$ cat config.mk
export PLATFORM = sky130hd
export DESIGN_NAME = lzss_token_bit_packer_unit
export DESIGN_NICKNAME = d
export VERILOG_FILES = /design/src/hw/rtl/lzbp_pkg.sv /design/src/hw/rtl/lzbp_front.sv /design/src/hw/rtl/lzbp_queue.sv /design/src/hw/rtl/lzbp_back.sv /design/src/hw/rtl/lzss_token_bit_packer_unit.sv
export SDC_FILE = /design/constraint.sdc
export NUM_CORES = 1
export LEC_CHECK = 0
export BUFFER_PORTS_ARGS = -buffer_cell sky130_fd_sc_hd__buf_2
export CAP_MARGIN = 5
export CORE_MARGIN = 3
export CORE_UTILIZATION = 25
export DETAILED_ROUTE_END_ITERATION = 7
export HOLD_SLACK_MARGIN = 0.08
export PLACE_DENSITY = 0.48
export SKIP_LAST_GASP = 1
export SLEW_MARGIN = 20
export SYNTH_ARGS = -nofsm -noshare
export SYNTH_HDL_FRONTEND = slang
export SYNTH_SLANG_ARGS = --single-unit
$ cat constraint.sdc
create_clock -name clk_i -period 3.8 [get_ports clk_i]
set_clock_uncertainty 0.05 [all_clocks]
set_input_delay 1.14 -clock clk_i [delete_from_list [all_inputs] [get_ports clk_i]]
set_output_delay 1.14 -clock clk_i [all_outputs]
set_load 0.05 [all_outputs]
$ cat src/hw/rtl/lzbp_pkg.sv
// ---------------------------------------------------------------------------
// LZSS token bit packer package
// Shared constants and types for the token bit packer.
// ---------------------------------------------------------------------------
`default_nettype none

package lzbp_pkg;

  // Default field widths of the raw match fields
  localparam int OFFSET_BITS_DEF = 16;
  localparam int LENGTH_BITS_DEF = 8;

  // Fixed port field widths
  localparam int KIND_W      = 2;
  localparam int HUFF_CODE_W = 32;
  localparam int HUFF_LEN_W  = 6;
  localparam int MOFF_W      = 16;
  localparam int MLEN_W      = 8;
  localparam int IN_DATA_W   = 64;
  localparam int BYTE_W      = 8;
  localparam int FVB_W       = 4;

  // Longest Huffman code and the carried partial byte
  localparam int HUFF_MAX    = 32;
  localparam int PARTIAL_W   = 7;

  // Depth of the queue between the front and back parts (power of two)
  localparam int QUEUE_DEPTH = 4;

  typedef enum logic [KIND_W-1:0] {
    TK_LITERAL = 2'd0,
    TK_MATCH   = 2'd1,
    TK_END     = 2'd2
  } token_kind_e;

endpackage

`default_nettype wire

$ cat src/hw/rtl/lzbp_front.sv
// ---------------------------------------------------------------------------
// LZSS token bit packer front part
// Accepts tokens, appends their bits to the carried partial byte and works
// out how many bytes the back part has to send for each token.
// ---------------------------------------------------------------------------
`default_nettype none

module lzbp_front #(
  parameter int OFFSET_BITS = lzbp_pkg::OFFSET_BITS_DEF,
  parameter int LENGTH_BITS = lzbp_pkg::LENGTH_BITS_DEF,
  parameter int ACC_W       = 48,
  parameter int CNT_W       = 6,
  parameter int NB_W        = 4,
  parameter int ENTRY_W     = 63
) (
  input  wire logic                          clk_i,
  input  wire logic                          rst_ni,
  input  wire logic                          s_axis_tvalid,
  output logic                               s_axis_tready,
  input  wire logic [lzbp_pkg::IN_DATA_W-1:0] s_axis_tdata,
  input  wire logic [lzbp_pkg::KIND_W-1:0]   s_axis_tuser,
  output logic                               push_valid_o,
  input  wire logic                          push_ready_i,
  output logic [ENTRY_W-1:0]                 push_data_o
);

  localparam int MatchN = 1 + OFFSET_BITS + LENGTH_BITS;
  localparam int PW     = lzbp_pkg::PARTIAL_W;

  logic [lzbp_pkg::HUFF_CODE_W-1:0] huff_code;
  logic [lzbp_pkg::HUFF_LEN_W-1:0]  huff_len;
  logic [lzbp_pkg::MOFF_W-1:0]      match_offset;
  logic [lzbp_pkg::MLEN_W-1:0]      match_length;
  logic [OFFSET_BITS-1:0]           off_v;
  logic [LENGTH_BITS-1:0]           len_v;
  logic [lzbp_pkg::HUFF_LEN_W-1:0]  hlen_c;

  logic [PW-1:0]    partial_q, partial_d;
  logic [2:0]       pcount_q, pcount_d;

  logic             known;
  logic             is_end;
  logic [CNT_W-1:0] n_bits;
  logic [ACC_W-1:0] payload;
  logic [ACC_W-1:0] acc;
  logic [CNT_W-1:0] cnt;
  logic [2:0]       rem;
  logic [NB_W-1:0]  nb;
  logic [lzbp_pkg::FVB_W-1:0] fvb;
  logic             accept;

  assign huff_code    = s_axis_tdata[31:0];
  assign huff_len     = s_axis_tdata[37:32];
  assign match_offset = s_axis_tdata[53:38];
  assign match_length = s_axis_tdata[61:54];
  assign off_v        = OFFSET_BITS'(match_offset);
  assign len_v        = LENGTH_BITS'(match_length);
  assign hlen_c       = (huff_len > lzbp_pkg::HUFF_LEN_W'(lzbp_pkg::HUFF_MAX))
                        ? lzbp_pkg::HUFF_LEN_W'(lzbp_pkg::HUFF_MAX) : huff_len;

  always_comb begin
    known   = 1'b1;
    is_end  = 1'b0;
    n_bits  = '0;
    payload = '0;
    unique case (lzbp_pkg::token_kind_e'(s_axis_tuser))
      lzbp_pkg::TK_MATCH: begin
        n_bits  = CNT_W'(MatchN);
        payload = ACC_W'({1'b1, off_v, len_v});
      end
      lzbp_pkg::TK_LITERAL, lzbp_pkg::TK_END: begin
        is_end  = (lzbp_pkg::token_kind_e'(s_axis_tuser) == lzbp_pkg::TK_END);
        n_bits  = CNT_W'(hlen_c) + CNT_W'(1);
        // The flag bit is zero, so only the masked code remains.
        payload = ACC_W'(huff_code) & ~({ACC_W{1'b1}} << hlen_c);
      end
      default: begin
        known = 1'b0;
      end
    endcase
  end

  assign acc = (ACC_W'(partial_q) << n_bits) | payload;
  assign cnt = CNT_W'(pcount_q) + n_bits;
  assign rem = cnt[2:0];

  always_comb begin
    nb = NB_W'(cnt[CNT_W-1:3]);
    if (is_end && (rem != 3'd0)) begin
      nb = nb + NB_W'(1);
    end
    fvb = (rem == 3'd0) ? lzbp_pkg::FVB_W'(8) : lzbp_pkg::FVB_W'(rem);
  end

  // A token that completes no byte only updates the carried bits.
  assign s_axis_tready = push_ready_i;
  assign accept        = s_axis_tvalid && s_axis_tready && known;
  assign push_valid_o  = s_axis_tvalid && known && (nb != '0);
  assign push_data_o   = {is_end, fvb, nb, cnt, acc};

  always_comb begin
    partial_d = partial_q;
    pcount_d  = pcount_q;
    if (accept) begin
      if (is_end) begin
        partial_d = '0;
        pcount_d  = '0;
      end else begin
        partial_d = acc[PW-1:0] & ~({PW{1'b1}} << rem);
        pcount_d  = rem;
      end
    end
  end

  always_ff @(posedge clk_i or negedge rst_ni) begin
    if (!rst_ni) begin
      partial_q <= '0;
      pcount_q  <= '0;
    end else begin
      partial_q <= partial_d;
      pcount_q  <= pcount_d;
    end
  end

endmodule

`default_nettype wire

$ cat src/hw/rtl/lzbp_queue.sv
// ---------------------------------------------------------------------------
// LZSS token bit packer queue
// Short first-in first-out queue between the front and back parts.
// ---------------------------------------------------------------------------
`default_nettype none

module lzbp_queue #(
  parameter int WIDTH = 63,
  parameter int DEPTH = lzbp_pkg::QUEUE_DEPTH
) (
  input  wire logic             clk_i,
  input  wire logic             rst_ni,
  input  wire logic             push_valid_i,
  output logic                  push_ready_o,
  input  wire logic [WIDTH-1:0] push_data_i,
  output logic                  pop_valid_o,
  input  wire logic             pop_ready_i,
  output logic [WIDTH-1:0]      pop_data_o
);

  localparam int PtrW = (DEPTH > 1) ? $clog2(DEPTH) : 1;
  localparam int CntW = $clog2(DEPTH + 1);

  logic [WIDTH-1:0] mem_q [DEPTH];
  logic [PtrW-1:0]  wr_ptr_q, wr_ptr_d;
  logic [PtrW-1:0]  rd_ptr_q, rd_ptr_d;
  logic [CntW-1:0]  count_q, count_d;
  logic             do_push, do_pop;

  assign push_ready_o = (count_q != CntW'(DEPTH));
  assign pop_valid_o  = (count_q != '0);
  assign pop_data_o   = mem_q[rd_ptr_q];
  assign do_push      = push_valid_i && push_ready_o;
  assign do_pop       = pop_valid_o && pop_ready_i;

  always_comb begin
    wr_ptr_d = wr_ptr_q;
    rd_ptr_d = rd_ptr_q;
    count_d  = count_q;
    if (do_push) begin
      wr_ptr_d = (wr_ptr_q == PtrW'(DEPTH - 1)) ? '0 : wr_ptr_q + PtrW'(1);
    end
    if (do_pop) begin
      rd_ptr_d = (rd_ptr_q == PtrW'(DEPTH - 1)) ? '0 : rd_ptr_q + PtrW'(1);
    end
    if (do_push && !do_pop) begin
      count_d = count_q + CntW'(1);
    end else if (!do_push && do_pop) begin
      count_d = count_q - CntW'(1);
    end
  end

  always_ff @(posedge clk_i) begin
    if (do_push) begin
      mem_q[wr_ptr_q] <= push_data_i;
    end
  end

  always_ff @(posedge clk_i or negedge rst_ni) begin
    if (!rst_ni) begin
      wr_ptr_q <= '0;
      rd_ptr_q <= '0;
      count_q  <= '0;
    end else begin
      wr_ptr_q <= wr_ptr_d;
      rd_ptr_q <= rd_ptr_d;
      count_q  <= count_d;
    end
  end

endmodule

`default_nettype wire

$ cat src/hw/rtl/lzbp_back.sv
// ---------------------------------------------------------------------------
// LZSS token bit packer back part
// Takes queued bit strings, left aligns them and sends one byte per cycle
// through an output register while the output is not stalled.
// ---------------------------------------------------------------------------
`default_nettype none

module lzbp_back #(
  parameter int ACC_W   = 48,
  parameter int CNT_W   = 6,
  parameter int NB_W    = 4,
  parameter int ENTRY_W = 63
) (
  input  wire logic                        clk_i,
  input  wire logic                        rst_ni,
  input  wire logic                        pop_valid_i,
  output logic                             pop_ready_o,
  input  wire logic [ENTRY_W-1:0]          pop_data_i,
  output logic                             m_axis_tvalid,
  input  wire logic                        m_axis_tready,
  output logic [lzbp_pkg::BYTE_W-1:0]      m_axis_tdata,
  output logic                             m_axis_tlast,
  output logic [lzbp_pkg::FVB_W-1:0]       m_axis_tuser
);

  localparam int BW = lzbp_pkg::BYTE_W;
  localparam int FW = lzbp_pkg::FVB_W;

  logic             e_end;
  logic [FW-1:0]    e_fvb;
  logic [NB_W-1:0]  e_nb;
  logic [CNT_W-1:0] e_cnt;
  logic [ACC_W-1:0] e_acc;

  logic             cur_valid_q, cur_valid_d;
  logic [ACC_W-1:0] sh_q, sh_d;
  logic [NB_W-1:0]  rem_q, rem_d;
  logic             end_q, end_d;
  logic [FW-1:0]    fvb_q, fvb_d;

  logic             out_valid_q, out_valid_d;
  logic [BW-1:0]    out_byte_q, out_byte_d;
  logic             out_last_q, out_last_d;
  logic [FW-1:0]    out_fvb_q, out_fvb_d;

  logic             out_free, issue, issue_last, load;

  assign {e_end, e_fvb, e_nb, e_cnt, e_acc} = pop_data_i;

  assign out_free    = !out_valid_q || m_axis_tready;
  assign issue       = cur_valid_q && out_free;
  assign issue_last  = issue && (rem_q == NB_W'(1));
  assign pop_ready_o = !cur_valid_q || issue_last;
  assign load        = pop_valid_i && pop_ready_o;

  always_comb begin
    cur_valid_d = cur_valid_q;
    sh_d        = sh_q;
    rem_d       = rem_q;
    end_d       = end_q;
    fvb_d       = fvb_q;
    out_valid_d = out_valid_q && !m_axis_tready;
    out_byte_d  = out_byte_q;
    out_last_d  = out_last_q;
    out_fvb_d   = out_fvb_q;

    if (issue) begin
      out_valid_d = 1'b1;
      out_byte_d  = sh_q[ACC_W-1 -: BW];
      out_last_d  = issue_last;
      out_fvb_d   = (issue_last && end_q) ? fvb_q : '0;
      sh_d        = sh_q << BW;
      rem_d       = rem_q - NB_W'(1);
      if (issue_last) begin
        cur_valid_d = 1'b0;
      end
    end

    // The oldest bit goes to the top; the zeros shifted in pad the last byte.
    if (load) begin
      cur_valid_d = 1'b1;
      sh_d        = e_acc << (CNT_W'(ACC_W) - e_cnt);
      rem_d       = e_nb;
      end_d       = e_end;
      fvb_d       = e_fvb;
    end
  end

  always_ff @(posedge clk_i) begin
    sh_q       <= sh_d;
    rem_q      <= rem_d;
    end_q      <= end_d;
    fvb_q      <= fvb_d;
    out_byte_q <= out_byte_d;
    out_last_q <= out_last_d;
    out_fvb_q  <= out_fvb_d;
  end

  always_ff @(posedge clk_i or negedge rst_ni) begin
    if (!rst_ni) begin
      cur_valid_q <= 1'b0;
      out_valid_q <= 1'b0;
    end else begin
      cur_valid_q <= cur_valid_d;
      out_valid_q <= out_valid_d;
    end
  end

  assign m_axis_tvalid = out_valid_q;
  assign m_axis_tdata  = out_byte_q;
  assign m_axis_tlast  = out_last_q;
  assign m_axis_tuser  = out_fvb_q;

endmodule

`default_nettype wire

$ cat src/hw/rtl/lzss_token_bit_packer_unit.sv
// ---------------------------------------------------------------------------
// LZSS token bit packer
// Packs literal, match and end tokens MSB first into a byte stream.
// ---------------------------------------------------------------------------
//  Channel  Dir  Contents
//  s_axis   in   tuser: token_kind[1:0]
//                tdata: huff_code[31:0], huff_len[37:32],
//                       match_offset[53:38], match_length[61:54]
//  m_axis   out  tdata: out_byte[7:0], tlast: last_of_run,
//                tuser: final_valid_bits[3:0]
//
//  A token that completes at least one byte is queued as one entry of its
//  bits; the back part then sends one byte per cycle while the output is not
//  stalled. A token completes 0 to 5 bytes with default widths. Tokens keep
//  flowing while the four-entry queue has room.
//  Reset clears the carried partial byte, the queue and the output register.
//  A stalled output holds its byte; the front keeps accepting until the
//  queue fills.
// ---------------------------------------------------------------------------
`default_nettype none

module lzss_token_bit_packer_unit #(
  parameter int OFFSET_BITS = lzbp_pkg::OFFSET_BITS_DEF,
  parameter int LENGTH_BITS = lzbp_pkg::LENGTH_BITS_DEF
) (
  input  wire logic                           clk_i,
  input  wire logic                           rst_ni,
  input  wire logic                           s_axis_tvalid,
  output logic                                s_axis_tready,
  // huff_code, huff_len, match_offset, match_length (lowest bits first)
  input  wire logic [lzbp_pkg::IN_DATA_W-1:0] s_axis_tdata,
  // token_kind
  input  wire logic [lzbp_pkg::KIND_W-1:0]    s_axis_tuser,
  output logic                                m_axis_tvalid,
  input  wire logic                           m_axis_tready,
  // out_byte
  output logic [lzbp_pkg::BYTE_W-1:0]         m_axis_tdata,
  output logic                                m_axis_tlast,
  // final_valid_bits
  output logic [lzbp_pkg::FVB_W-1:0]          m_axis_tuser
);

  localparam int LitN    = 1 + lzbp_pkg::HUFF_MAX;
  localparam int MatchN  = 1 + OFFSET_BITS + LENGTH_BITS;
  localparam int PayMax  = (LitN > MatchN) ? LitN : MatchN;
  localparam int AccW    = lzbp_pkg::PARTIAL_W + PayMax;
  localparam int CntW    = $clog2(AccW + 1);
  localparam int NbW     = $clog2(AccW / lzbp_pkg::BYTE_W + 2);
  localparam int EntryW  = 1 + lzbp_pkg::FVB_W + NbW + CntW + AccW;

  logic              push_valid, push_ready;
  logic [EntryW-1:0] push_data;
  logic              pop_valid, pop_ready;
  logic [EntryW-1:0] pop_data;

  lzbp_front #(
    .OFFSET_BITS (OFFSET_BITS),
    .LENGTH_BITS (LENGTH_BITS),
    .ACC_W       (AccW),
    .CNT_W       (CntW),
    .NB_W        (NbW),
    .ENTRY_W     (EntryW)
  ) u_front (
    .clk_i         (clk_i),
    .rst_ni        (rst_ni),
    .s_axis_tvalid (s_axis_tvalid),
    .s_axis_tready (s_axis_tready),
    .s_axis_tdata  (s_axis_tdata),
    .s_axis_tuser  (s_axis_tuser),
    .push_valid_o  (push_valid),
    .push_ready_i  (push_ready),
    .push_data_o   (push_data)
  );

  lzbp_queue #(
    .WIDTH (EntryW),
    .DEPTH (lzbp_pkg::QUEUE_DEPTH)
  ) u_queue (
    .clk_i        (clk_i),
    .rst_ni       (rst_ni),
    .push_valid_i (push_valid),
    .push_ready_o (push_ready),
    .push_data_i  (push_data),
    .pop_valid_o  (pop_valid),
    .pop_ready_i  (pop_ready),
    .pop_data_o   (pop_data)
  );

  lzbp_back #(
    .ACC_W   (AccW),
    .CNT_W   (CntW),
    .NB_W    (NbW),
    .ENTRY_W (EntryW)
  ) u_back (
    .clk_i         (clk_i),
    .rst_ni        (rst_ni),
    .pop_valid_i   (pop_valid),
    .pop_ready_o   (pop_ready),
    .pop_data_i    (pop_data),
    .m_axis_tvalid (m_axis_tvalid),
    .m_axis_tready (m_axis_tready),
    .m_axis_tdata  (m_axis_tdata),
    .m_axis_tlast  (m_axis_tlast),
    .m_axis_tuser  (m_axis_tuser)
  );

endmodule

`default_nettype wire

-- Word-level counts from Yosys, hierarchy flattened
Memory sizes are Yosys's and may differ from the RTL's.
Index checks and enable logic that the tools add are counted.
- add/sub/neg operators: 9
- multiply operators: 0
- div/mod/pow operators: 0
- order comparisons: 1
- equal/unequal tests: 6
- shift-type cells: 4
- muxes and demuxes: 23
- bitwise operators: 5
- reduce and logical (&&, ||, !) cells: 31
- operators with widths (cell ; count):
    40-bit two-way mux ; 2
    40-bit one-hot mux with 2 select lines ; 1
    32-bit by 40-bit AND with 40-bit output ; 1
    40-bit NOT ; 1
    40-bit OR ; 1
    40-bit by 6-bit left shift with 40-bit output ; 1
    40-bit by 6-bit left shift with 40-bit output (first input constant) ; 1
    7-bit by 6-bit left shift with 40-bit output ; 1
    3-bit two-way mux ; 6
    1-bit logical AND ; 13
    6-bit one-hot mux with 2 select lines ; 1
    3-bit nonzero test ; 3
    1-bit two-way mux ; 8
    7-bit AND ; 1
    7-bit two-way mux ; 1
    7-bit NOT ; 1
    7-bit by 3-bit left shift with 7-bit output (first input constant) ; 1
    3-bit by 1-bit adder with 3-bit output (second input constant) ; 2
    3-bit by 6-bit adder with 6-bit output ; 1
    6-bit by 1-bit adder with 6-bit output (second input constant) ; 1
    2-bit equality test (second input constant) ; 3
    6-bit greater-than comparator (second input constant) ; 1
    6-bit two-way mux ; 1
    2-bit nonzero test ; 3
    other kinds (15) ; 23
- register bits after elaboration: 80
- latch bits: 0
- bits in writable memories: 216
- bits in read-only memories: 0
- bits of input ports: 70
- output and inout bits: 15
- logic and storage cells: 94
- memories: 1
- memories (memory ; words ; width ; rd ports ; clocked after memory_dff ; write ports ; line ; RTL):
    u_queue.mem_q ; 4 ; 54 ; 1 ; 0 ; 1 ; lzbp_queue.sv:24 ; logic [WIDTH-1:0] mem_q [DEPTH];

-- Logic depth before layout (Yosys ltp)
Gate-level depths: netlist (run 1).
- word-level depth: 15
- depth in mapped cells: 25
- gate-level depth less buffers: 23

-- Modules after synthesis
A second synthesis (run 1) with hierarchy kept.
- cells, all modules: 1094
- area total of the unflattened synthesis: 15424.8 µm²
- by module, submodules not included (module ; instances ; cells an instance ; area an instance (µm²) ; sequential area each (µm²)):
    lzbp_queue ; 1 ; 318 ; 8215.4 ; 6661.4
    lzbp_back ; 1 ; 449 ; 4869.7 ; 1881.8
    lzbp_front ; 1 ; 327 ; 2339.7 ; 250.2

-- Worst setup path after synthesis (run 1)
No wires, ideal clock.
- kind: in2reg
- start: input s_axis_tdata[37] in the netlist's numbering
- end: memory u_queue.mem_q[0][0] in the netlist's numbering (enable)
- setup time: 0.417 ns
- arrival: 5.614 ns
- required time: 3.333 ns
- path slack: -2.281 ns
- cell stages on the path: 20
- path buffers: 2
- cell sequence: clkbuf_1 > nand2b_1 > inv_1 > ha_1 > inv_1 > ha_1 > nand2b_1 > clkinv_1 > ha_1 > a21oi_1 > nor2_1 > nand4_1 > o221ai_1 > ha_1 > xnor2_1 > nor2_1 > a32oi_1 > o21ba_2 > clkbuf_1 > and2_1
- elaborated cells on any way between the ends: 14
- classes of those cells: add/sub (3); order compare (1); mux (5); reduce/logical (5)
- RTL lines (what ; line ; RTL):
    start, declared ; lzss_token_bit_packer_unit.sv:31 ; input wire logic [lzbp_pkg::IN_DATA_W-1:0] s_axis_tdata,
    6-bit greater-than comparator * ; lzbp_front.sv:58 ; assign hlen_c = (huff_len > lzbp_pkg::HUFF_LEN_W'(lzbp_pkg::HUFF_MAX))
    6-bit two-way mux * ; lzbp_front.sv:59 ; ? lzbp_pkg::HUFF_LEN_W'(lzbp_pkg::HUFF_MAX) : huff_len;
    6-bit by 1-bit adder with 6-bit output * ; lzbp_front.sv:73 ; n_bits = CNT_W'(hlen_c) + CNT_W'(1);
    6-bit one-hot mux with 2 select lines * ; lzbp_front.sv:66 ; unique case (lzbp_pkg::token_kind_e'(s_axis_tuser))
    3-bit by 6-bit adder with 6-bit output * ; lzbp_front.sv:84 ; assign cnt = CNT_W'(pcount_q) + n_bits;
    named net push_data[44] ; lzss_token_bit_packer_unit.sv:52 ; logic [EntryW-1:0] push_data;
    3-bit by 1-bit adder with 3-bit output ; lzbp_front.sv:90 ; nb = nb + NB_W'(1);
    3-bit two-way mux * ; lzbp_front.sv:89 ; if (is_end && (rem != 3'd0)) begin
    3-bit nonzero test * ; lzbp_front.sv:98 ; assign push_valid_o = s_axis_tvalid && known && (nb != '0);
    1-bit logical AND * ; lzbp_front.sv:98 ;
    1-bit logical AND * ; lzbp_queue.sv:33 ; assign do_push = push_valid_i && push_ready_o;
    named net u_queue.do_push ; lzbp_queue.sv:28 ; logic do_push, do_pop;
    1-bit two-way mux * ; lzbp_queue.sv:54 ; if (do_push) begin
    1-bit two-way mux (not written as such) * ; lzbp_queue.sv:55 ; mem_q[wr_ptr_q] <= push_data_i;
    end, declared ; lzbp_queue.sv:24 ;
Mark *: on every way through the listed nets, which the timed path passes. The rest lies on a longest branch.

-- Worst setup path after layout (run 1)
- start: input s_axis_tdata[37] in the netlist's numbering
- end: register u_queue.count_q[1]
- elaborated cells on any way between the ends: 17
- classes of those cells: add/sub (3); order compare (1); mux (4); reduce/logical (9)
- RTL lines (what ; line ; RTL):
    6-bit greater-than comparator ; lzbp_front.sv:58 ;
    6-bit two-way mux ; lzbp_front.sv:59 ;
    6-bit by 1-bit adder with 6-bit output ; lzbp_front.sv:73 ;
    6-bit one-hot mux with 2 select lines ; lzbp_front.sv:66 ;
    3-bit by 6-bit adder with 6-bit output ; lzbp_front.sv:84 ;
    named net push_data[42] ; lzss_token_bit_packer_unit.sv:52 ;
    3-bit nonzero test ; lzbp_front.sv:89 ;
    1-bit logical AND ; lzbp_front.sv:89 ;
    3-bit two-way mux ; lzbp_front.sv:89 ;
    named net push_data[47] ; lzss_token_bit_packer_unit.sv:52 ;
    3-bit nonzero test ; lzbp_front.sv:98 ;
    1-bit logical AND ; lzbp_front.sv:98 ;
    1-bit logical AND ; lzbp_queue.sv:33 ;
    1-bit logical AND ; lzbp_queue.sv:46 ; if (do_push && !do_pop) begin
    3-bit two-way mux ; lzbp_queue.sv:46 ;
    named net u_queue.count_d[1] ; lzbp_queue.sv:27 ; logic [CntW-1:0] count_q, count_d;
    end signal, assigned ; lzbp_queue.sv:67 ; count_q <= count_d;
    end, declared ; lzbp_queue.sv:27 ;
The timed path passes the listed nets, and every way through them passes these cells.
A chain may end at the register's enable or synchronous reset.

==> results.ini, run 1 <==
[cts]
cts_tree=done
h-tree-depth=1
clockBufferDepth=3
cts_buffers=31
insertion_delay_ps=580
root_buffer=clkbuf_16
cts_sinks=296
cts.clk_slew.worst_paths_ps=60
hold_buffers=0

[grt]
grt_pass1_vias=10086
grt_usage_pct=12.9
antenna_found_initial=2
grt-ovfl-total=0
grt_pass1_wl_um=62700
grt_max_degree=44

[logic_synthesis]
async_flop_share_pct=6.42
synth_area_per_cell_um2=14.3
ys_top_cells_by_area=edfxtp_1 56%, mux4_2 9.3%, mux2i_1 5.0%
synth_warnings=0
ys.flop_type=edfxtp_1
synth_cell_types=72
syn_area_um2=14800
yosysSeqAreaShare_pct=59.4
ys_ff_latch=296
synth_top_area_share_pct=56.2
yosys.area.top_type=edfxtp_1
synth_cells=1033
syn_nets=1122
synth_edf_count=277

[sta]
setup_slack_ps=-174
tightest_slew_ps=959
relSlewSlack_pct=36.1
hold_viol=0
timing.final.crit_period_ps=3970
rsz0062_at_grt=true
finalMaxSlewViolations=0
fin_crit_sh_pct=105
fmax_ghz=0.252
final-setup-viol-count=218
hold_ws_ps=369

[power]
leakage_nw=6.97
cellPowerDensity_nw_per_um2=837
ir_drop_uv=388

[drt]
drtAntennaViolNets=0
wl_per_cell_um=20.6
drtIter0Drc=642
met3_length_um=1900
via_per_inst=4.78
drc_errors=0
drt-total-wl_um=42600
top_layer=met4
firstDrtPassIters=5
vias=9874
wl_met1_um=20100
wl_met2_um=19400

[layout]
regArea_um2=8800
fin_nets=1365
utilization_pct=32.9
drive_gt1_share_pct=36.0
syn2layout_area_growth_pct=29.1
multi_input_area_um2=5870
n_fill_cell=5763

[placed_design]
gp_congestion=0.914
dp_hpwl_um=30900
io_buffers=82

[worst_setup_path]
cp-start-kind=input port
cpMostUsedCell=ha_4
crit_fanout=4
crit_chain=buf_8 -> nand2b_4 -> inv_4 -> ha_4 -> inv_2 -> ha_4 -> nand2b_4 -> clkinv_4 -> ha_4 -> buf_6 -> buf_6 -> xor2_2 -> or2_4 -> nand2_4 -> mux2_4 -> o21ba_4 -> ha_4 -> inv_4 -> fa_2 -> mux2_4
crit_path_max_incr_delay_ps=410
end_kind=flip-flop
critical_path.top_delay_family=adder cells
critPathRequiredTime_ps=4220
slowest_stage=fa_2
path_class=in -> reg
worstPathArrival_ps=4390
critPathBufInv=7

[status]
violations=setup timing
status=finished with violations

[floorplanning]
fp.coreArea_um2=58100
std_cell_rows=88
start_util_pct=25.5
ios=85
die_w_um=249
dieArea_um2=62100
die_h_um=249

[min_path]
hp-class=reg -> reg

[flow_run]
drv_cap=0

kinds of logic after synthesis:
| group | count (synthesis) | share of synthesized area (%) |
|---|---|---|
| DFF | 296 | 59.4 |
| and+or+nand+nor | 235 | 7.56 |
| AOI/OAI and AO/OA | 207 | 9.86 |
| muxes | 175 | 17.3 |
| buffers and inverters | 81 | 2.71 |
| xor gates and xnor gates | 20 | 1.41 |
| adders and majority gates | 19 | 1.71 |
power by group:
group | switching, W | total (W) | internal, W | leakage (nW)
clock network | 0.00127 | 0.00289 | 0.00161 | 0.463
registers | 0.000249 | 0.00465 | 0.00441 | 2.84
logic | 0.00481 | 0.00845 | 0.00363 | 3.67
area by class of cell:
cell class	count	area share, %
Tap cell	765	5.01
Inverter	25	0.570
Antenna cell	1	0.0131
Clock inverter	19	0.753
Sequential cell	296	46.1
Clock buffer	39	4.32
Multi-Input combinational cell	656	30.7
Timing Repair Buffer	266	12.5
flip-flops by register name, indices dropped and copies added, names as in the netlist:
name	cells
u_back.sh_q	40
u_back.rem_q	3
u_back.cur_valid_q	1
u_queue.wr_ptr_q	2
u_back.m_axis_tuser	4
u_front.pcount_q	3
u_back.m_axis_tlast	1
u_queue.mem_q	216
u_back.m_axis_tvalid	1
u_queue.count_q	3
u_queue.rd_ptr_q	2
u_back.m_axis_tdata	8
u_front.partial_q	7
u_back.end_q	1
u_back.fvb_q	4
synth_stat cells, types with 10 or more instances:
master    number
a21oi_1       31
a22o_1        11
a22oi_1       10
a32o_1        10
buf_2         16
clkbuf_1      24
dfrtp_1       19
edfxtp_1     277
ha_1          17
inv_1         23
mux2_2        39
mux2i_1       74
mux4_2        61
nand2_1       73
nand2b_1      12
nand3_1       17
nor2_1        70
o21ai_0       44
xnor2_1       11
cells in the final DEF (no fill, tap or decap), types with 7 or more instances in the layout:
cell / synthesis / routed
edfxtp_1: 277 / 277
buf_4: 4 / 135
buf_2: 16 / 81
mux2i_1: 74 / 74
nand2_1: 73 / 71
nor2_1: 70 / 70
mux4_2: 61 / 61
o21ai_0: 44 / 43
clkbuf_16: 0 / 42
mux2_2: 39 / 37
a21oi_1: 31 / 29
buf_12: 1 / 23
inv_1: 23 / 18
nand3_1: 17 / 17
dfrtp_1: 19 / 17
a22o_1: 11 / 11
a32o_1: 10 / 10
a22oi_1: 10 / 10
ha_1: 17 / 10
a211oi_1: 9 / 9
a2bb2oi_1: 9 / 9
o211ai_1: 9 / 9
a32oi_1: 9 / 9
nand2b_1: 12 / 9
a31oi_1: 8 / 8
nor3_1: 8 / 8
a221o_1: 8 / 8
o221ai_1: 8 / 7
xnor2_1: 11 / 7
ha_4: 0 / 7
clkinv_1: 1 / 7
buf_6: 6 / 7
buf_8: 0 / 7
metal layers:
metal / vias to the layer above / GRT usage [%]
met4: 0 / 3.98
met3: 70 / 1.75
met2: 282 / 19.9
li1: 4619 / -
met1: 4903 / 18.8
met5: - / 0
timing repair:
| item | CTS | global route |
|---|---|---|
| hold endpoints to repair | 0 | 0 |
| pin swaps | 12 | 17 |
| endpoints found under the setup margin | 16 | 218 |
| setup buffers | 9 | 11 |
| gates resized for setup | 10 | 26 |
| gates cloned | 2 | 16 |
metrics by stage:
step	power, W	setup TNS [ps]	setup slack (ps)	area, um2	std cells
3_3_place_gp	0.0128	-136650	-866	17400	1971
5_1_grt	0.0169	-34520	-265	19100	2066
6_report	0.0160	-18450	-174	19100	2067
4_1_cts	0.0158	-2070	-115	18600	2039
2_1_floorplan	0.0102	-153050	-911	15000	1033
3_5_place_dp	0.0128	-131010	-849	17400	1971
final timing paths:
kind | startpoint | to | slack, ps | depth (start not counted)
worst max-delay path | s_axis_tdata[37] | u_queue.count_q[1] | -170 | 20
worst min-delay path | u_back.sh_q[37] | u_back.m_axis_tdata[5] | 370 | 0
worst max register to register | u_queue.rd_ptr_q[0] | u_back.sh_q[38] | 220 | 11
worst min register to register | u_back.sh_q[37] | u_back.m_axis_tdata[5] | 370 | 0
max in group asynchronous | rst_ni | u_queue.rd_ptr_q[0] | 2850 | 1
min in group asynchronous | rst_ni | u_queue.count_q[1] | 470 | 1
(Power assumes the default switching activity.)
==> inputs of run 2 (changes only) <==
Settings changed: ABC_AREA set to 1.
==> results.ini, run 2 <==
[sta]
timing.final.crit_period_ps=4210
tightest_slew_ps=863
fin_crit_sh_pct=111
hold_ws_ps=368
setup_slack_ps=-413
final-setup-viol-count=219
relSlewSlack_pct=42.4
fmax_ghz=0.237
hold_viol=0
rsz0062_at_grt=true
finalMaxSlewViolations=0

[drt]
drc_errors=0
drt-total-wl_um=46500
vias=12649
wl_per_cell_um=17.4
drtAntennaViolNets=0
firstDrtPassIters=5
drtIter0Drc=984
via_per_inst=4.72

[worst_setup_path]
r2r_slack_ps=350
critPathRequiredTime_ps=4210
startpoint=s_axis_tdata[36]
r2r_start=u_queue.rd_ptr_q[1]
crit_fanout=4
cp-start-kind=input port
reg2regPathDepth=11
worstPathArrival_ps=4620
rr_endpoint=u_back.sh_q[35]
path_class=in -> reg
endpoint=u_queue.count_q[1]
end_kind=flip-flop

[cts]
insertion_delay_ps=590
h-tree-depth=1
cts_tree=done
clockBufferDepth=3
cts.clk_slew.worst_paths_ps=60
hold_buffers=0
cts_sinks=296
root_buffer=clkbuf_16
cts_buffers=31

[placed_design]
io_buffers=82
place_inst=2591
dp_hpwl_um=33500
placed_area_um2=17700
gp_congestion=0.918

[status]
violations=setup timing
status=finished with violations

[floorplanning]
die_h_um=254
std_cell_rows=90
ios=85
dieArea_um2=64500
die_w_um=254
start_util_pct=25.4
fp.coreArea_um2=60600

[logic_synthesis]
syn_nets=1758
yosysSeqAreaShare_pct=57.2
synth_most_common_cell=nand2_1
synth_cell_types=53
syn_area_um2=15400
synth_common_cells=507 x nand2_1, 308 x nand3_1, 277 x edfxtp_1, 105 x nor2_1, 92 x o21ai_0
async_flop_share_pct=6.42
ys_ff_latch=296
synth_warnings=0
synth_edf_count=277
ys_top_cells_by_area=edfxtp_1 54%, nand2_1 12%, nand3_1 10%
synth_cells=1669
ys.flop_type=edfxtp_1
synth_top_area_share_pct=54.1
yosys.area.top_type=edfxtp_1
synth_area_per_cell_um2=9.21

[grt]
grt_pass1_wl_um=71700
grt_usage_pct=14.3
antenna_found_initial=2
grt-ovfl-total=0
grt_pass1_vias=12149
grt_max_degree=97

[layout]
final_common_cell=nand2_1
most-common-layout-cells=496 x nand2_1, 306 x nand3_1, 277 x edfxtp_1, 164 x buf_4, 95 x nor2_1
utilization_pct=31.6
largest_reg_flops=216
postLayoutCellArea_um2=19100
diodes=0
syn2layout_area_growth_pct=24.4
top_register=u_queue.mem_q
fin_cells=2680
drive_gt1_share_pct=20.3
fin_nets=1962

[flow_run]
drv_cap=0

[power]
leakage_nw=7.69
cellPowerDensity_nw_per_um2=957
ir_drop_uv=600
finalPower_w=0.0183

[min_path]
hp-class=reg -> reg

## run 2: worst min path at each step
stage                                        end       startpoint  depth (start not counted)  slack [ps]
after global placement    u_back.m_axis_tdata[5]  u_back.sh_q[37]                          0         350
after CTS                 u_back.m_axis_tdata[6]  u_back.sh_q[38]                          0         370
after global routing      u_back.m_axis_tdata[2]  u_back.sh_q[34]                          0         370
final                     u_back.m_axis_tdata[6]  u_back.sh_q[38]                          0         370
after floorplan           u_back.m_axis_tdata[0]  u_back.sh_q[32]                          0         350
after detailed placement  u_back.m_axis_tdata[6]  u_back.sh_q[38]                          0         360
## run 2: cells by family (layout without fill, tap and decap cells)
family / count (synthesis) / count (layout) / share of synthesized area, %
mux: 2 / 2 / 0.138
buf+inv: 186 / 415 / 5.57
flops: 296 / 296 / 57.2
simple gates: 948 / 948 / 26.3
xor+xnor: 8 / 8 / 0.749
fa+ha+maj: 19 / 19 / 1.64
compound gates: 210 / 210 / 8.39
## run 2: what timing repair did
| action | CTS | global route |
|---|---|---|
| setup buffers | 27 | 2 |
| pin swaps | 18 | 5 |
| endpoints found under the setup margin | 219 | 220 |
| resized for setup | 32 | 9 |
| endpoints found under the hold margin | 0 | 0 |
| cloned | 2 | 0 |
## run 2: routing by layer
layer  global-route usage (%)  up-vias  wire (um)
li1                         -     6215          -
met1                     20.7     5954      22200
met2                     21.8      390      20200
met3                     2.17       88       2510
met4                     4.52        2       1520
met5                        0        -         13
## run 2: critical path: stages
cell	delay, ps
buf_6	100
nor2_4	100
nand3_2	80
nand2_2	80
inv_2	50
nor2_4	110
ha_4	160
inv_4	40
ha_4	260
inv_4	40
nor2_4	120
ha_4	220
a21oi_2	120
and2_4	160
inv_2	40
nand2_2	70
nand2_2	60
inv_2	70
ha_4	190
or2_1	210
nand2_2	90
nand3_4	80
nand2_4	80
inv_4	50
ha_4	150
inv_4	50
fa_2	430
mux2_4	280
## run 2: per-stage QoR
step	setup slack (ps)	TNS [ps]
4_1_cts	-378	-42060
3_3_place_gp	-1250	-199820
5_1_grt	-579	-79810
3_5_place_dp	-1330	-220090
2_1_floorplan	-1250	-271820
6_report	-413	-42920
## run 2: power breakdown
| part | internal, W | switching [W] | leakage (nW) | total [W] |
|---|---|---|---|---|
| clock network | 0.00182 | 0.00127 | 0.517 | 0.00309 |
| registers | 0.00443 | 0.000240 | 2.84 | 0.00467 |
| logic | 0.00331 | 0.00722 | 4.33 | 0.0105 |
## run 2: area by class of cell
class	count	area, um2
fillers	6384	41500
flip-flops and latches	296	8800
multi-input cells	1187	5940
repair buffers	263	1980
well taps	782	978
clock buffers	49	933
inverters	94	368
clock inverters	9	116
==> inputs of run 3 (changes only) <==
Settings changed: SKIP_LAST_GASP 1 to not set.
==> results.ini, run 3 (synthesized netlist as in run 2, its figures left out) <==
[cts]
cts_tree=done
insertion_delay_ps=600
clockBufferDepth=3
h-tree-depth=1
cts_sinks=296
cts_buffers=31
root_buffer=clkbuf_16
cts.clk_slew.worst_paths_ps=60

[worst_setup_path]
crit_fanout=4
end_kind=flip-flop
worstPathArrival_ps=4630
r2r_slack_ps=330
critPathRequiredTime_ps=4210
cp-start-kind=input port
r2r_start=u_queue.rd_ptr_q[1]
path_class=in -> reg
rr_endpoint=u_back.sh_q[35]
reg2regPathDepth=11

[sta]
setup_slack_ps=-417
finalMaxSlewViolations=0
fin_crit_sh_pct=111
fmax_ghz=0.237
timing.final.crit_period_ps=4220
relSlewSlack_pct=43.1
hold_viol=0
final-setup-viol-count=219
tightest_slew_ps=852
rsz0062_at_grt=true

[power]
leakage_nw=7.69
cellPowerDensity_nw_per_um2=956
ir_drop_uv=603
finalPower_w=0.0183

[placed_design]
gp_congestion=0.918
io_buffers=82
place_inst=2591
placed_area_um2=17700
dp_hpwl_um=33500

[min_path]
hp-class=reg -> reg
min_from=u_back.sh_q[38]
holdPathEnd=u_back.m_axis_tdata[6]
min_path_cells=0

[status]
violations=setup timing
status=finished with violations

[drt]
drt-total-wl_um=46500
vias=12591
drtIter0Drc=1005
wl_per_cell_um=17.4
drc_errors=0
drtAntennaViolNets=0
firstDrtPassIters=5
via_per_inst=4.70

[floorplanning]
std_cell_rows=90
ios=85
start_util_pct=25.4
fp.coreArea_um2=60600
dieArea_um2=64500
die_w_um=254
die_h_um=254

[layout]
drive_gt1_share_pct=20.4
top_register=u_queue.mem_q
final_common_cell=nand2_1
largest_reg_flops=216
diodes=0
fin_nets=1962
fin_cells=2680
most-common-layout-cells=496 x nand2_1, 306 x nand3_1, 277 x edfxtp_1, 163 x buf_4, 95 x nor2_1
postLayoutCellArea_um2=19100
syn2layout_area_growth_pct=24.5

[flow_run]
drv_cap=0

[grt]
grt_pass1_wl_um=71700
grt-ovfl-total=0
grt_pass1_vias=12159
grt_usage_pct=14.3
grt_max_degree=97
antenna_found_initial=2

-- run 3: cell counts in the layout (fill, tap and decap cells not counted) --
Identical to the previous run, type by type.
-- run 3: how the worst max path moves through the flow --
stage	end	start	slack, ps
CTS	u_queue.count_q[1]	s_axis_tdata[36]	-380
finish	u_queue.count_q[1]	s_axis_tdata[36]	-420
floorplan	u_queue.mem_q[0][0]	s_axis_tdata[35]	-1250
global route	u_queue.count_q[1]	s_axis_tdata[36]	-580
detailed placement	u_queue.count_q[2]	s_axis_tdata[33]	-1330
global placement	u_queue.count_q[2]	s_axis_tdata[33]	-1250
-- run 3: area by class of cell --
cell class                      instances  area, um2
Timing Repair Buffer                  263       1990
Tap cell                              782        978
Sequential cell                       296       8800
Fill cell                            6386      41400
Multi-Input combinational cell       1187       5950
Clock inverter                          9        116
Inverter                               94        368
Clock buffer                           49        933
-- run 3: repair_timing --
item,in CTS,in global routing
pin swaps,18,5
buffers inserted,27,2
cloned,2,0
hold buffers,0,0
resized for setup,33,10
setup endpoints to repair,219,220
-- run 3: per-stage QoR --
| stage | utilization, % | hold WS, ps | setup WS, ps | TNS (ps) |
|---|---|---|---|---|
| after floorplan | - | 350 | -1250 | -271820 |
| after global placement | 29.1 | 354 | -1250 | -199820 |
| after detailed placement | 29.1 | 357 | -1330 | -220090 |
| after CTS | 31.5 | 371 | -378 | -41620 |
| after global routing | 31.6 | 374 | -579 | -79620 |
| final | 31.6 | 368 | -417 | -42880 |
-- run 3: power breakdown --
group	total [W]	leakage, nW	switching (W)	internal [W]
clock	0.00309	0.517	0.00127	0.00182
sequential	0.00467	2.84	0.000241	0.00443
combinational	0.0105	4.33	0.00722	0.00332
total	0.0183	7.69	0.00873	0.00956
-- run 3: worst max-delay path, stage by stage --
cell and delay, ps:
buf_6 100, nor2_4 100, nand3_2 80, nand2_2 90
inv_2 50, nor2_4 110, ha_4 160, inv_4 40
ha_4 260, inv_4 40, nor2_4 120, ha_4 220
a21oi_2 120, and2_4 160, inv_2 40, nand2_2 70
nand2_2 60, inv_2 70, ha_4 190, or2_1 210
nand2_2 90, nand3_4 80, nand2_4 80, inv_4 50
ha_4 150, inv_4 50, fa_2 430, mux2_4 280
-- run 3: metal layers --
layer	global-route usage, %	part of all wire [%]	up-vias
li1	-	-	6214
met1	20.7	48	5946
met2	21.8	44	347
met3	2.17	4.9	82
met4	4.52	3.2	2
met5	0	0.028	-
